<file path="config.mk">
export PLATFORM = sky130hd
export DESIGN_NAME = flash_program_erase_sequencer_unit
export DESIGN_NICKNAME = d
export VERILOG_FILES = /design/src/rtl/fpes_pkg.sv /design/src/rtl/flash_program_erase_sequencer_unit.sv
export SDC_FILE = /design/constraint.sdc
export NUM_CORES = 1
export LEC_CHECK = 0
export BUFFER_PORTS_ARGS = -buffer_cell sky130_fd_sc_hd__buf_2
export CORE_MARGIN = 1.5
export CORE_UTILIZATION = 57
export CTS_CLUSTER_DIAMETER = 200
export DETAILED_ROUTE_END_ITERATION = 10
export HOLD_SLACK_MARGIN = 0.08
export PLACE_DENSITY = 0.87
export SYNTH_ARGS = -nofsm -noshare
export SYNTH_HDL_FRONTEND = slang
export SYNTH_SLANG_ARGS = --single-unit
export TNS_END_PERCENT = 10
</file>
<file path="constraint.sdc">
create_clock -name clk_i -period 5.25 [get_ports clk_i]
set_clock_uncertainty 0.1 [all_clocks]
set_input_delay 0.7875 -clock clk_i [delete_from_list [all_inputs] [get_ports clk_i]]
set_output_delay 0.7875 -clock clk_i [all_outputs]
set_load 0.005 [all_outputs]
</file>
<file path="src/rtl/fpes_pkg.sv">
package fpes_pkg;

  // command codes carried in the low bits of s_axis_tuser
  localparam logic [2:0] OP_ERASE_CHIP = 3'd0;
  localparam logic [2:0] OP_ERASE_PAGE = 3'd1;
  localparam logic [2:0] OP_PROG_OPEN  = 3'd2;
  localparam logic [2:0] OP_PROG_WORD  = 3'd3;
  localparam logic [2:0] OP_PROG_CLOSE = 3'd4;
  localparam logic [2:0] OP_READ       = 3'd5;
  localparam logic [2:0] OP_END        = 3'd6;

  // configuration register indexes
  localparam logic [1:0] REG_CODE_BASE = 2'd0;
  localparam logic [1:0] REG_DATA_BASE = 2'd1;
  localparam logic [1:0] REG_DELAY     = 2'd2;

  // control bit layout
  localparam logic [13:0] C_CON   = 14'h0001;
  localparam logic [13:0] C_DELAY = 14'h0038;
  localparam logic [13:0] C_XE    = 14'h0040;
  localparam logic [13:0] C_YE    = 14'h0080;
  localparam logic [13:0] C_SE    = 14'h0100;
  localparam logic [13:0] C_IFREN = 14'h0200;
  localparam logic [13:0] C_ERASE = 14'h0400;
  localparam logic [13:0] C_MAS1  = 14'h0800;
  localparam logic [13:0] C_PROG  = 14'h1000;
  localparam logic [13:0] C_NVSTR = 14'h2000;

  localparam logic [13:0] C_ERASE_CLR = C_XE | C_YE | C_SE | C_MAS1 | C_ERASE | C_NVSTR;
  localparam logic [13:0] C_NOT_DELAY = ~C_DELAY;

  localparam int unsigned UpcW = 5;

  // microcode entry points
  localparam logic [UpcW-1:0] UA_ERASE_CHIP = 5'd0;
  localparam logic [UpcW-1:0] UA_ERASE_PAGE = 5'd4;
  localparam logic [UpcW-1:0] UA_PROG_OPEN  = 5'd8;
  localparam logic [UpcW-1:0] UA_PROG_WORD  = 5'd10;
  localparam logic [UpcW-1:0] UA_PROG_CLOSE = 5'd12;
  localparam logic [UpcW-1:0] UA_READ       = 5'd14;
  localparam logic [UpcW-1:0] UA_END        = 5'd16;

  typedef enum logic [1:0] {
    ADDR_ZERO,
    ADDR_BASE,
    ADDR_CLAMP,
    ADDR_ALIGN
  } addr_sel_e;

  typedef enum logic [2:0] {
    HOLD_0,
    HOLD_1,
    HOLD_2,
    HOLD_6,
    HOLD_11,
    HOLD_50,
    HOLD_110,
    HOLD_50000
  } hold_sel_e;

  typedef struct packed {
    logic [13:0]     set;
    logic [13:0]     clr;
    addr_sel_e       addr_sel;
    logic            add_sec;   // add sector offset to the address
    logic            data_en;
    hold_sel_e       hold_sel;
    logic            sample;
    logic            jmp;       // jump back while sectors remain
    logic [UpcW-1:0] tgt;
    logic            done;
    logic            idle;      // image drops to delay bits after the last step
  } ucode_t;

  function automatic logic [15:0] hold_value(hold_sel_e sel);
    logic [15:0] v;
    unique case (sel)
      HOLD_0:     v = 16'd0;
      HOLD_1:     v = 16'd1;
      HOLD_2:     v = 16'd2;
      HOLD_6:     v = 16'd6;
      HOLD_11:    v = 16'd11;
      HOLD_50:    v = 16'd50;
      HOLD_110:   v = 16'd110;
      HOLD_50000: v = 16'd50000;
      default:    v = 16'd0;
    endcase
    return v;
  endfunction

  function automatic ucode_t ucode_rom(logic [UpcW-1:0] upc);
    ucode_t uw;
    uw = '0;
    unique case (upc)
      // erase chip, one sector per pass
      5'd0: uw = '{C_XE | C_ERASE | C_MAS1, C_ERASE_CLR, ADDR_BASE, 1'b1, 1'b0, HOLD_6,
                   1'b0, 1'b0, 5'd0, 1'b0, 1'b0};
      5'd1: uw = '{C_NVSTR, 14'h0, ADDR_BASE, 1'b1, 1'b0, HOLD_50000,
                   1'b0, 1'b0, 5'd0, 1'b0, 1'b0};
      5'd2: uw = '{14'h0, C_ERASE, ADDR_BASE, 1'b1, 1'b0, HOLD_110,
                   1'b0, 1'b0, 5'd0, 1'b0, 1'b0};
      5'd3: uw = '{14'h0, C_XE | C_MAS1 | C_NVSTR, ADDR_BASE, 1'b1, 1'b0, HOLD_2,
                   1'b0, 1'b1, UA_ERASE_CHIP, 1'b1, 1'b1};
      // erase page
      5'd4: uw = '{C_XE | C_ERASE, C_ERASE_CLR, ADDR_CLAMP, 1'b1, 1'b0, HOLD_6,
                   1'b0, 1'b0, 5'd0, 1'b0, 1'b0};
      5'd5: uw = '{C_NVSTR, 14'h0, ADDR_CLAMP, 1'b1, 1'b0, HOLD_50000,
                   1'b0, 1'b0, 5'd0, 1'b0, 1'b0};
      5'd6: uw = '{14'h0, C_ERASE, ADDR_CLAMP, 1'b1, 1'b0, HOLD_6,
                   1'b0, 1'b0, 5'd0, 1'b0, 1'b0};
      5'd7: uw = '{14'h0, C_XE | C_NVSTR, ADDR_CLAMP, 1'b1, 1'b0, HOLD_2,
                   1'b0, 1'b1, UA_ERASE_PAGE, 1'b1, 1'b1};
      // program open
      5'd8: uw = '{C_XE | C_PROG, 14'h0, ADDR_ALIGN, 1'b0, 1'b0, HOLD_6,
                   1'b0, 1'b0, 5'd0, 1'b0, 1'b0};
      5'd9: uw = '{C_NVSTR, 14'h0, ADDR_ALIGN, 1'b0, 1'b0, HOLD_11,
                   1'b0, 1'b0, 5'd0, 1'b1, 1'b0};
      // program word
      5'd10: uw = '{C_YE, 14'h0, ADDR_ALIGN, 1'b0, 1'b1, HOLD_50,
                    1'b0, 1'b0, 5'd0, 1'b0, 1'b0};
      5'd11: uw = '{14'h0, C_YE, ADDR_ALIGN, 1'b0, 1'b1, HOLD_1,
                    1'b0, 1'b0, 5'd0, 1'b1, 1'b0};
      // program close
      5'd12: uw = '{14'h0, C_PROG, ADDR_ZERO, 1'b0, 1'b0, HOLD_6,
                    1'b0, 1'b0, 5'd0, 1'b0, 1'b0};
      5'd13: uw = '{14'h0, C_XE | C_NVSTR, ADDR_ZERO, 1'b0, 1'b0, HOLD_1,
                    1'b0, 1'b0, 5'd0, 1'b1, 1'b0};
      // read word
      5'd14: uw = '{C_XE | C_YE | C_SE, 14'h0, ADDR_ALIGN, 1'b0, 1'b0, HOLD_1,
                    1'b1, 1'b0, 5'd0, 1'b0, 1'b0};
      5'd15: uw = '{14'h0, C_XE | C_YE | C_SE, ADDR_ALIGN, 1'b0, 1'b0, HOLD_1,
                    1'b0, 1'b0, 5'd0, 1'b1, 1'b1};
      // session end
      5'd16: uw = '{14'h0, C_NOT_DELAY, ADDR_ZERO, 1'b0, 1'b0, HOLD_0,
                    1'b0, 1'b0, 5'd0, 1'b1, 1'b0};
      default: uw = '0;
    endcase
    return uw;
  endfunction

endpackage

</file>
<file path="src/rtl/flash_program_erase_sequencer_unit.sv">
// each command yields 0 to 16 steps, the first registered once the output register can take it
// erase commands yield 16 steps (four sectors of four steps), the others at most 2
// the next command can be taken once its predecessor's last step is registered
// output back-pressure stalls the step counter; a command that emits nothing leaves the unit ready
// asynchronous active-low reset clears the command image, region bases and delay to zero
module flash_program_erase_sequencer_unit (
  input  logic        clk_i,
  input  logic        rst_ni,

  input  logic        s_axis_tvalid_i,
  output logic        s_axis_tready_o,
  input  logic [71:0] s_axis_tdata_i,   // address[31:0], word_data[63:32], valid_bytes[66:64]
  input  logic [3:0]  s_axis_tuser_i,   // op[2:0], region[3]

  output logic        m_axis_tvalid_o,
  input  logic        m_axis_tready_i,
  output logic [95:0] m_axis_tdata_o,   // control[13:0], flash_address[45:14],
                                        // write_word[77:46], hold_us[93:78]
  output logic        m_axis_tuser_o,   // sample_read
  output logic        m_axis_tlast_o,

  input  logic        cfg_valid_i,
  output logic        cfg_ready_o,
  input  logic [1:0]  cfg_index_i,
  input  logic [31:0] cfg_data_i
);

  logic [31:0] code_base_q, code_base_d;
  logic [31:0] data_base_q, data_base_d;
  logic [2:0]  delay_q, delay_d;
  logic [13:0] image_q, image_d;
  logic        busy_q, busy_d;
  logic [fpes_pkg::UpcW-1:0] upc_q, upc_d;
  logic [1:0]  sec_q, sec_d;
  logic [31:0] base_q, base_d;
  logic [31:0] clamp_q, clamp_d;
  logic [31:0] word_q, word_d;

  logic        m_valid_q, m_valid_d;
  logic [95:0] m_data_q, m_data_d;
  logic        m_user_q, m_user_d;
  logic        m_last_q, m_last_d;

  fpes_pkg::ucode_t uw;
  logic        step_fire, in_fire, loop_back, step_last;
  logic [13:0] image_step, session_img;
  logic [31:0] addr_sel, step_addr, step_word;
  logic [2:0]  in_op;
  logic        in_region;
  logic [31:0] in_addr, in_data, in_base, in_word;
  logic [2:0]  in_vb;
  logic        in_start;
  logic [fpes_pkg::UpcW-1:0] in_entry;

  assign s_axis_tready_o = !busy_q;
  assign cfg_ready_o     = 1'b1;
  assign m_axis_tvalid_o = m_valid_q;
  assign m_axis_tdata_o  = m_data_q;
  assign m_axis_tuser_o  = m_user_q;
  assign m_axis_tlast_o  = m_last_q;

  assign in_op     = s_axis_tuser_i[2:0];
  assign in_region = s_axis_tuser_i[3];
  assign in_addr   = s_axis_tdata_i[31:0];
  assign in_data   = s_axis_tdata_i[63:32];
  assign in_vb     = s_axis_tdata_i[66:64];
  assign in_base   = in_region ? data_base_q : code_base_q;
  assign in_fire   = s_axis_tvalid_i && s_axis_tready_o;

  assign session_img = ({11'd0, delay_q} << 3) | fpes_pkg::C_CON
                     | (in_region ? fpes_pkg::C_IFREN : 14'h0);

  // upper unused bytes of a partial tail word read as erased
  always_comb begin
    case (in_vb)
      3'd1:    in_word = {24'hFFFFFF, in_data[7:0]};
      3'd2:    in_word = {16'hFFFF, in_data[15:0]};
      3'd3:    in_word = {8'hFF, in_data[23:0]};
      default: in_word = in_data;
    endcase
  end

  always_comb begin
    in_start = 1'b1;
    in_entry = fpes_pkg::UA_END;
    unique case (in_op)
      fpes_pkg::OP_ERASE_CHIP: in_entry = fpes_pkg::UA_ERASE_CHIP;
      fpes_pkg::OP_ERASE_PAGE: in_entry = fpes_pkg::UA_ERASE_PAGE;
      fpes_pkg::OP_PROG_OPEN:  in_entry = fpes_pkg::UA_PROG_OPEN;
      fpes_pkg::OP_PROG_WORD: begin
        in_entry = fpes_pkg::UA_PROG_WORD;
        in_start = (in_vb != 3'd0);
      end
      fpes_pkg::OP_PROG_CLOSE: in_entry = fpes_pkg::UA_PROG_CLOSE;
      fpes_pkg::OP_READ:       in_entry = fpes_pkg::UA_READ;
      fpes_pkg::OP_END:        in_entry = fpes_pkg::UA_END;
      default:                 in_start = 1'b0;
    endcase
  end

  assign uw         = fpes_pkg::ucode_rom(upc_q);
  assign step_fire  = busy_q && (!m_valid_q || m_axis_tready_i);
  assign image_step = (image_q & ~uw.clr) | uw.set;
  assign loop_back  = uw.jmp && (sec_q != 2'd3);
  assign step_last  = uw.done && !loop_back;

  always_comb begin
    unique case (uw.addr_sel)
      fpes_pkg::ADDR_ZERO:  addr_sel = 32'd0;
      fpes_pkg::ADDR_BASE:  addr_sel = base_q;
      fpes_pkg::ADDR_CLAMP: addr_sel = clamp_q;
      fpes_pkg::ADDR_ALIGN: addr_sel = {clamp_q[31:2], 2'b00};
      default:              addr_sel = 32'd0;
    endcase
  end

  assign step_addr = addr_sel + (uw.add_sec ? {28'd0, sec_q, 2'b00} : 32'd0);
  assign step_word = uw.data_en ? word_q : 32'd0;

  always_comb begin
    code_base_d = code_base_q;
    data_base_d = data_base_q;
    delay_d     = delay_q;
    image_d     = image_q;
    busy_d      = busy_q;
    upc_d       = upc_q;
    sec_d       = sec_q;
    base_d      = base_q;
    clamp_d     = clamp_q;
    word_d      = word_q;
    m_valid_d   = m_valid_q;
    m_data_d    = m_data_q;
    m_user_d    = m_user_q;
    m_last_d    = m_last_q;

    if (cfg_valid_i && cfg_ready_o) begin
      case (cfg_index_i)
        fpes_pkg::REG_CODE_BASE: code_base_d = cfg_data_i;
        fpes_pkg::REG_DATA_BASE: data_base_d = cfg_data_i;
        fpes_pkg::REG_DELAY:     delay_d     = cfg_data_i[2:0];
        default: ;
      endcase
    end

    if (m_valid_q && m_axis_tready_i) begin
      m_valid_d = 1'b0;
    end

    if (step_fire) begin
      m_valid_d = 1'b1;
      m_data_d  = {2'b00, fpes_pkg::hold_value(uw.hold_sel), step_word, step_addr, image_step};
      m_user_d  = uw.sample;
      m_last_d  = step_last;
      image_d   = (uw.idle && step_last) ? (image_step & fpes_pkg::C_DELAY) : image_step;
      if (loop_back) begin
        upc_d = uw.tgt;
        sec_d = sec_q + 2'd1;
      end else if (step_last) begin
        busy_d = 1'b0;
      end else begin
        upc_d = upc_q + 1'b1;
      end
    end

    if (in_fire) begin
      busy_d  = in_start;
      upc_d   = in_entry;
      sec_d   = 2'd0;
      base_d  = in_base;
      clamp_d = (in_addr < in_base) ? in_base : in_addr;
      word_d  = in_word;
      if (in_op == fpes_pkg::OP_ERASE_CHIP || in_op == fpes_pkg::OP_ERASE_PAGE ||
          in_op == fpes_pkg::OP_PROG_OPEN || in_op == fpes_pkg::OP_READ) begin
        image_d = session_img;
      end
    end
  end

  always_ff @(posedge clk_i or negedge rst_ni) begin
    if (!rst_ni) begin
      code_base_q <= '0;
      data_base_q <= '0;
      delay_q     <= '0;
      image_q     <= '0;
      busy_q      <= 1'b0;
      upc_q       <= '0;
      sec_q       <= '0;
      m_valid_q   <= 1'b0;
    end else begin
      code_base_q <= code_base_d;
      data_base_q <= data_base_d;
      delay_q     <= delay_d;
      image_q     <= image_d;
      busy_q      <= busy_d;
      upc_q       <= upc_d;
      sec_q       <= sec_d;
      m_valid_q   <= m_valid_d;
    end
  end

  // command operands and output payload
  always_ff @(posedge clk_i) begin
    base_q   <= base_d;
    clamp_q  <= clamp_d;
    word_q   <= word_d;
    m_data_q <= m_data_d;
    m_user_q <= m_user_d;
    m_last_q <= m_last_d;
  end

endmodule
</file>
# Yosys cells after proc, flatten, opt, wreduce, memory -nomap -nowiden
# Memory sizes are Yosys's and may differ from the RTL's. A register that Yosys moved wholly into a read port is not among the register bits.
# Index checks and enable logic that the tools add are counted.
# Widths: inputs -> output; s select.
# word_totals
reg_bits	282
latchBits	0
ramBits	0
romBits	1048
input_bits	115
output_inout_bits	101
word_cells	95
n_memories	2
# mem_list
memory	depth	word_bits	rd	rd_clocked_by_memory_dff	write_ports	line	text
(name not given)	32	30	1	0	0	fpes_pkg.sv:94	unique case (upc)
(name not given)	8	11	1	1	0	fpes_pkg.sv:77	unique case (sel)
# op_classes
addsub	3
mul	0
div	0
magnitude_cmp	1
n_eq_ne	17
shift	0
muxes	25
bitwise	4
n_reduce_logical	28
# op_table
cell	count
$pmux 32 s4	1
$pmux 32 s3	1
$mux 32	2
$mux 14	4
$add 32x4->32	1
$lt 32x32->1	1
$pmux 5 s6	1
$mux 5	4
$and 14x14->14	1
$not 14->14	1
$or 14x14->14	1
$eq 3x2->1 const B	4
$mux 10	1
$or 6x10->10	1
$reduce_and 2->1	5
$eq 3x3->1 const B	3
$reduce_bool 2->1	4
$eq 2x2->1 const B	3
$eq 3x1->1 const B	2
$logic_and 1x1->1	6
$mux 1	6
$mux 2	3
$reduce_or 6->1	1
$add 5x1->5 const B	1
other kinds (12)	20

# Longest topological paths before layout
# logic_depth
ltp_word	9
mapped_depth	15
depth_no_buf	10

# Worst setup path after synthesis
# OpenSTA, ideal clock, no wires.
# synth_path
path_type	input to register
from	input port s_axis_tuser_i[3]
to	register clamp_q[10], data pin
setup_ns	0.260
arrival_time_ns	3.527
required_ns	4.890
setup_slack_ns	1.363
path_stages	11
n_path_buf	3
cell_sequence	clkbuf_1 clkbuf_1 mux2_2 inv_1 ha_1 nand4_1 nor4_1 nand3_1 o2111ai_1 clkbuf_1 mux2_2
# synth_between
elab_chain_cells	3
# synth_rtl
item	line	text
start: declaration	flash_program_erase_sequencer_unit.sv:13	input logic [3:0] s_axis_tuser_i,
$mux 32	flash_program_erase_sequencer_unit.sv:67	assign in_base = in_region ? data_base_q : code_base_q;
named net in_base[30]	flash_program_erase_sequencer_unit.sv:50	logic [31:0] in_addr, in_data, in_base, in_word;
$lt 32x32->1	flash_program_erase_sequencer_unit.sv:170	clamp_d = (in_addr < in_base) ? in_base : in_addr;
$mux 32	flash_program_erase_sequencer_unit.sv:170	
end signal: assignment	flash_program_erase_sequencer_unit.sv:204	clamp_q <= clamp_d;
end: declaration	flash_program_erase_sequencer_unit.sv:36	logic [31:0] clamp_q, clamp_d;
# The timed path passes the listed nets, and every way through them passes these cells.
# A chain may end at the register's enable or synchronous reset.

# Final worst setup path
# layout_path
from	register upc_q[2] (netlist name)
to	register m_data_q[34], in the netlist m_axis_tdata_o[34], data pin
# layout_between
elab_chain_cells	4
elab_cells_between_ends	8
cone_classes	add/sub (1); eq/ne (3); mux (2); reduce/logical (1); memory (1)
# layout_rtl
item	line	text
start: declaration	flash_program_erase_sequencer_unit.sv:33	logic [fpes_pkg::UpcW-1:0] upc_q, upc_d;
start signal: assignment	flash_program_erase_sequencer_unit.sv:195	upc_q <= upc_d;
$mem_v2 32x30 *	--	
$eq 2x2->1 (tied with other cells)	flash_program_erase_sequencer_unit.sv:108	unique case (uw.addr_sel)
$pmux 32 s4	flash_program_erase_sequencer_unit.sv:108	
$add 32x4->32 *	flash_program_erase_sequencer_unit.sv:117	assign step_addr = addr_sel + (uw.add_sec ? {28'd0, sec_q, 2'b00} : 32'd0);
named net step_addr[20]	flash_program_erase_sequencer_unit.sv:47	logic [31:0] addr_sel, step_addr, step_word;
end signal: assignment	flash_program_erase_sequencer_unit.sv:206	m_data_q <= m_data_d;
end: declaration	flash_program_erase_sequencer_unit.sv:40	logic [95:0] m_data_q, m_data_d;
# Mark *: on every way through the listed nets, which the timed path passes. The rest lies on a longest branch.

==> impl_metrics.json <==
{
  "p_sw_mw": 2.58,
  "clock_sinks": 274,
  "clkPwrFrac_pct": 25.7,
  "synth_cell_types": 72,
  "slew_headroom_pct": 45.6,
  "cp.arrival_ns": 4.46,
  "worst_pin_slew_ns": 0.816,
  "first_iter_violations": 784,
  "place_hpwl_um": 20800,
  "powerDensity_nw_per_um2": 503,
  "clk_pin_slew_worst_paths_ns": 0.06,
  "first_pass_iters": 5,
  "switching_share_pct": 32.9,
  "syn-cell-area_um2": 13300,
  "endpoint_kind": "flip-flop",
  "maxSlewViolCount": 0,
  "r2r_start": "upc_q[2]$_DFFE_PN0P_",
  "async_flop_share_pct": 32.8,
  "cts_resized": 0,
  "globalRouteOverflowTotal": 0,
  "grt_pass1_wl_um": 45700,
  "diodes": 0,
  "core_um2": 22800,
  "finish.utilization_pct": 68.4,
  "io_pins": 216,
  "setup_viol": 0,
  "die_area_um2": 24300,
  "grt_max_degree": 67,
  "gp_congestion": 0.837,
  "syn_inst": 1035,
  "synth-seq-area-share_pct": 58.3,
  "cts_buffers": 28,
  "grt_pass1_vias": 8755,
  "syn2layout_area_growth_pct": 16.8,
  "power_frac_seq_pct": 41.8,
  "rsz0062_at_grt": "no",
  "avgViaCountPerCell": 5.77,
  "hp-class": "input port to asynchronous set/reset pin",
  "synth-main-ff-cell": "edfxtp_1",
  "comb_power_share_pct": 32.5,
  "dp_slack_ns": 0.882,
  "cp_data_required_time_ns": 5.43,
  "reg2reg_slack_ns": 0.97,
  "drc": 0,
  "fmax_ghz": 0.234,
  "cts.hold.buffers_added": 0,
  "fillers": 1598,
  "period_minus_slack_ns": 4.28,
  "drtAntennaViolNets": 0,
  "insertion_delay_ns": 0.55,
  "grt_usage_pct": 24.1,
  "max-cap-violations": 0,
  "fin_nets": 1390,
  "cts_setup_buffers": 0,
  "yosysWarnings": 0,
  "ir_worst_vdd_mv": 0.308,
  "rr_worst_depth": 11,
  "setup_slack_ns": 0.968,
  "routed_wl_um": 29200,
  "synth_edf_count": 184,
  "cts_tree": "built",
  "vias": 9023,
  "portBuffers": 202,
  "leakage_nw": 6.46,
  "crit_fanout": 21,
  "path_class": "flip-flop to flip-flop",
  "start_kind": "flip-flop",
  "antenna_found_initial": 0,
  "cts_max_level": 1,
  "cts.path.max_buffers": 3,
  "critPathLaunch": "upc_q[2]$_DFFE_PN0P_",
  "drive_above_1_share_pct": 35.4,
  "synth-seq-cells": 274,
  "cts-root-buf": "clkbuf_16",
  "finalHoldViolCount": 0,
  "rows": 55,
  "wl_per_cell_um": 18.7,
  "internal_power_mw": 5.26,
  "status": "completed",
  "die_y_um": 156,
  "start_util_pct": 58.6,
  "tns_ns": 0,
  "finalCritPeriodShare_pct": 81.6,
  "syn_area_per_cell_um2": 12.9,
  "holdWs_ns": 0.103,
  "die_w_um": 156
}
[layout make-up]
| type | count | area (um^2) | area share [%] |
|---|---|---|---|
| clock buffer | 34 | 818 | 5.25 |
| clock inverter | 18 | 146 | 0.939 |
| inverter | 48 | 183 | 1.17 |
| multi-input combinational | 659 | 5120 | 32.8 |
| sequential | 274 | 7780 | 49.9 |
| tap | 313 | 392 | 2.51 |
| timing repair buffer | 219 | 1150 | 7.40 |
[per-stage QoR]
stage | instance area (um^2) | total power, mW | std cells
final | 15600 | 7.84 | 1565
after global routing | 15600 | 8.27 | 1565
after CTS | 15600 | 7.86 | 1565
after detailed placement | 14600 | 5.83 | 1513
after global placement | 14600 | 5.71 | 1513
after floorplan | 13400 | 4.98 | 1041
[placed cells by master, fill, tap and decap left out, types with 8 or more instances in the layout]
cell type | Yosys | final
buf_2 | 11 | 201
edfxtp_1 | 184 | 184
mux2_2 | 135 | 135
dfrtp_1 | 90 | 90
a21oi_1 | 63 | 63
nor2_1 | 48 | 48
inv_1 | 46 | 44
and2_1 | 44 | 44
ha_1 | 44 | 44
nand2_1 | 38 | 38
clkbuf_16 | 0 | 32
o21ai_0 | 30 | 30
nor3_1 | 19 | 19
a21o_1 | 18 | 18
or2_2 | 17 | 17
buf_4 | 12 | 17
nand4_1 | 16 | 16
xnor2_1 | 15 | 15
nand2b_1 | 14 | 14
nand3_1 | 14 | 14
xor2_1 | 13 | 13
clkinv_2 | 0 | 13
mux2i_1 | 8 | 8
nor3b_1 | 9 | 8
conb_1 | 2 | 8
[path summary, 6_finish.rpt]
check | end
worst max-delay path | m_axis_tdata_o[34]$_DFFE_PP_
max in group asynchronous | upc_q[4]$_DFFE_PN0P_
worst min register to register | m_axis_tdata_o[5]$_DFFE_PP_
worst max register to register | m_axis_tdata_o[34]$_DFFE_PP_
worst min-delay path | code_base_q[12]$_DFFE_PN0P_
min in group clk_i | word_q[0]$_DFFE_PP_
[per-layer routing]
metal  vias up  global-route usage [%]  wire length, um
met4         0                    7.80              832
li1       4194                       -                -
met2       468                    39.9            13700
met5         -                       0                0
met3        67                    3.69             2420
met1      4294                    32.8            12300
[synth_stat cells, types with 5 or more instances]
cell        n  area (um^2)
nand2b_1   14         87.6
nor3b_1     9         67.6
nand3_1    14         70.1
ha_1       44          551
nor2_1     48          180
nand4_1    16          100
nor4b_1     7         61.3
a21o_1     18          135
or2_2      17          106
nand2_1    38          143
buf_4      12         90.1
dfrtp_1    90         2250
o221ai_1    7         61.3
buf_2      11         55.1
o21ai_0    30          150
nor3_1     19         95.1
or3_1       7         43.8
nor2b_1     6         37.5
o221a_2     6         67.6
clkbuf_1   30          113
a211oi_1    5         37.5
and2_1     44          275
xor2_1     13          114
xnor2_1    15          131
edfxtp_1  184         5530
mux2_2    135         1520
mux2i_1     8         80.1
inv_1      46          173
a21oi_1    63          315
a22oi_1     7         52.6
[logic make-up after synthesis]
kind of cell             Yosys count  synth area share (%)
AND/OR/NAND/NOR                  265                  11.4
AO/OA/AOI/OAI                    170                  8.46
buffers and inverters            108                  3.67
other                              2                0.0563
XOR/XNOR                          28                  1.84
flip-flops                       274                  58.3
adder cells (fa/ha/maj)           45                  4.27
multiplexers                     143                  12.0
[registers in the layout, summed over array words and instances (netlist names), 5 cells and up]
name            cells
image_q            14
upc_q               5
clamp_q            32
data_base_q        32
code_base_q        32
base_q             32
m_axis_tdata_o     86
word_q             32
[power groups by stage]
stage,Clock [mW],Sequential (mW),Combinational [mW]
6_report,2.02,3.28,2.55
3_5_place_dp,0,3.32,2.51
5_1_grt,2.13,3.34,2.81
3_3_place_gp,0,3.29,2.42
2_1_floorplan,0,3.32,1.66
4_1_cts,2.05,3.28,2.53
[worst max-delay path, stage by stage (launching register included)]
cell and delay (ns):
dfrtp_1 0.33, buf_4 0.23, or2_1 0.60, nor2_1 0.09, nor3_1 0.41, ha_1 0.28
fa_1 0.21, a21boi_1 0.30, nand3_1 0.21, nor4_4 0.55, or4b_1 0.53, xor2_1 0.18
No activity file was read; power rests on OpenSTA's default activity.
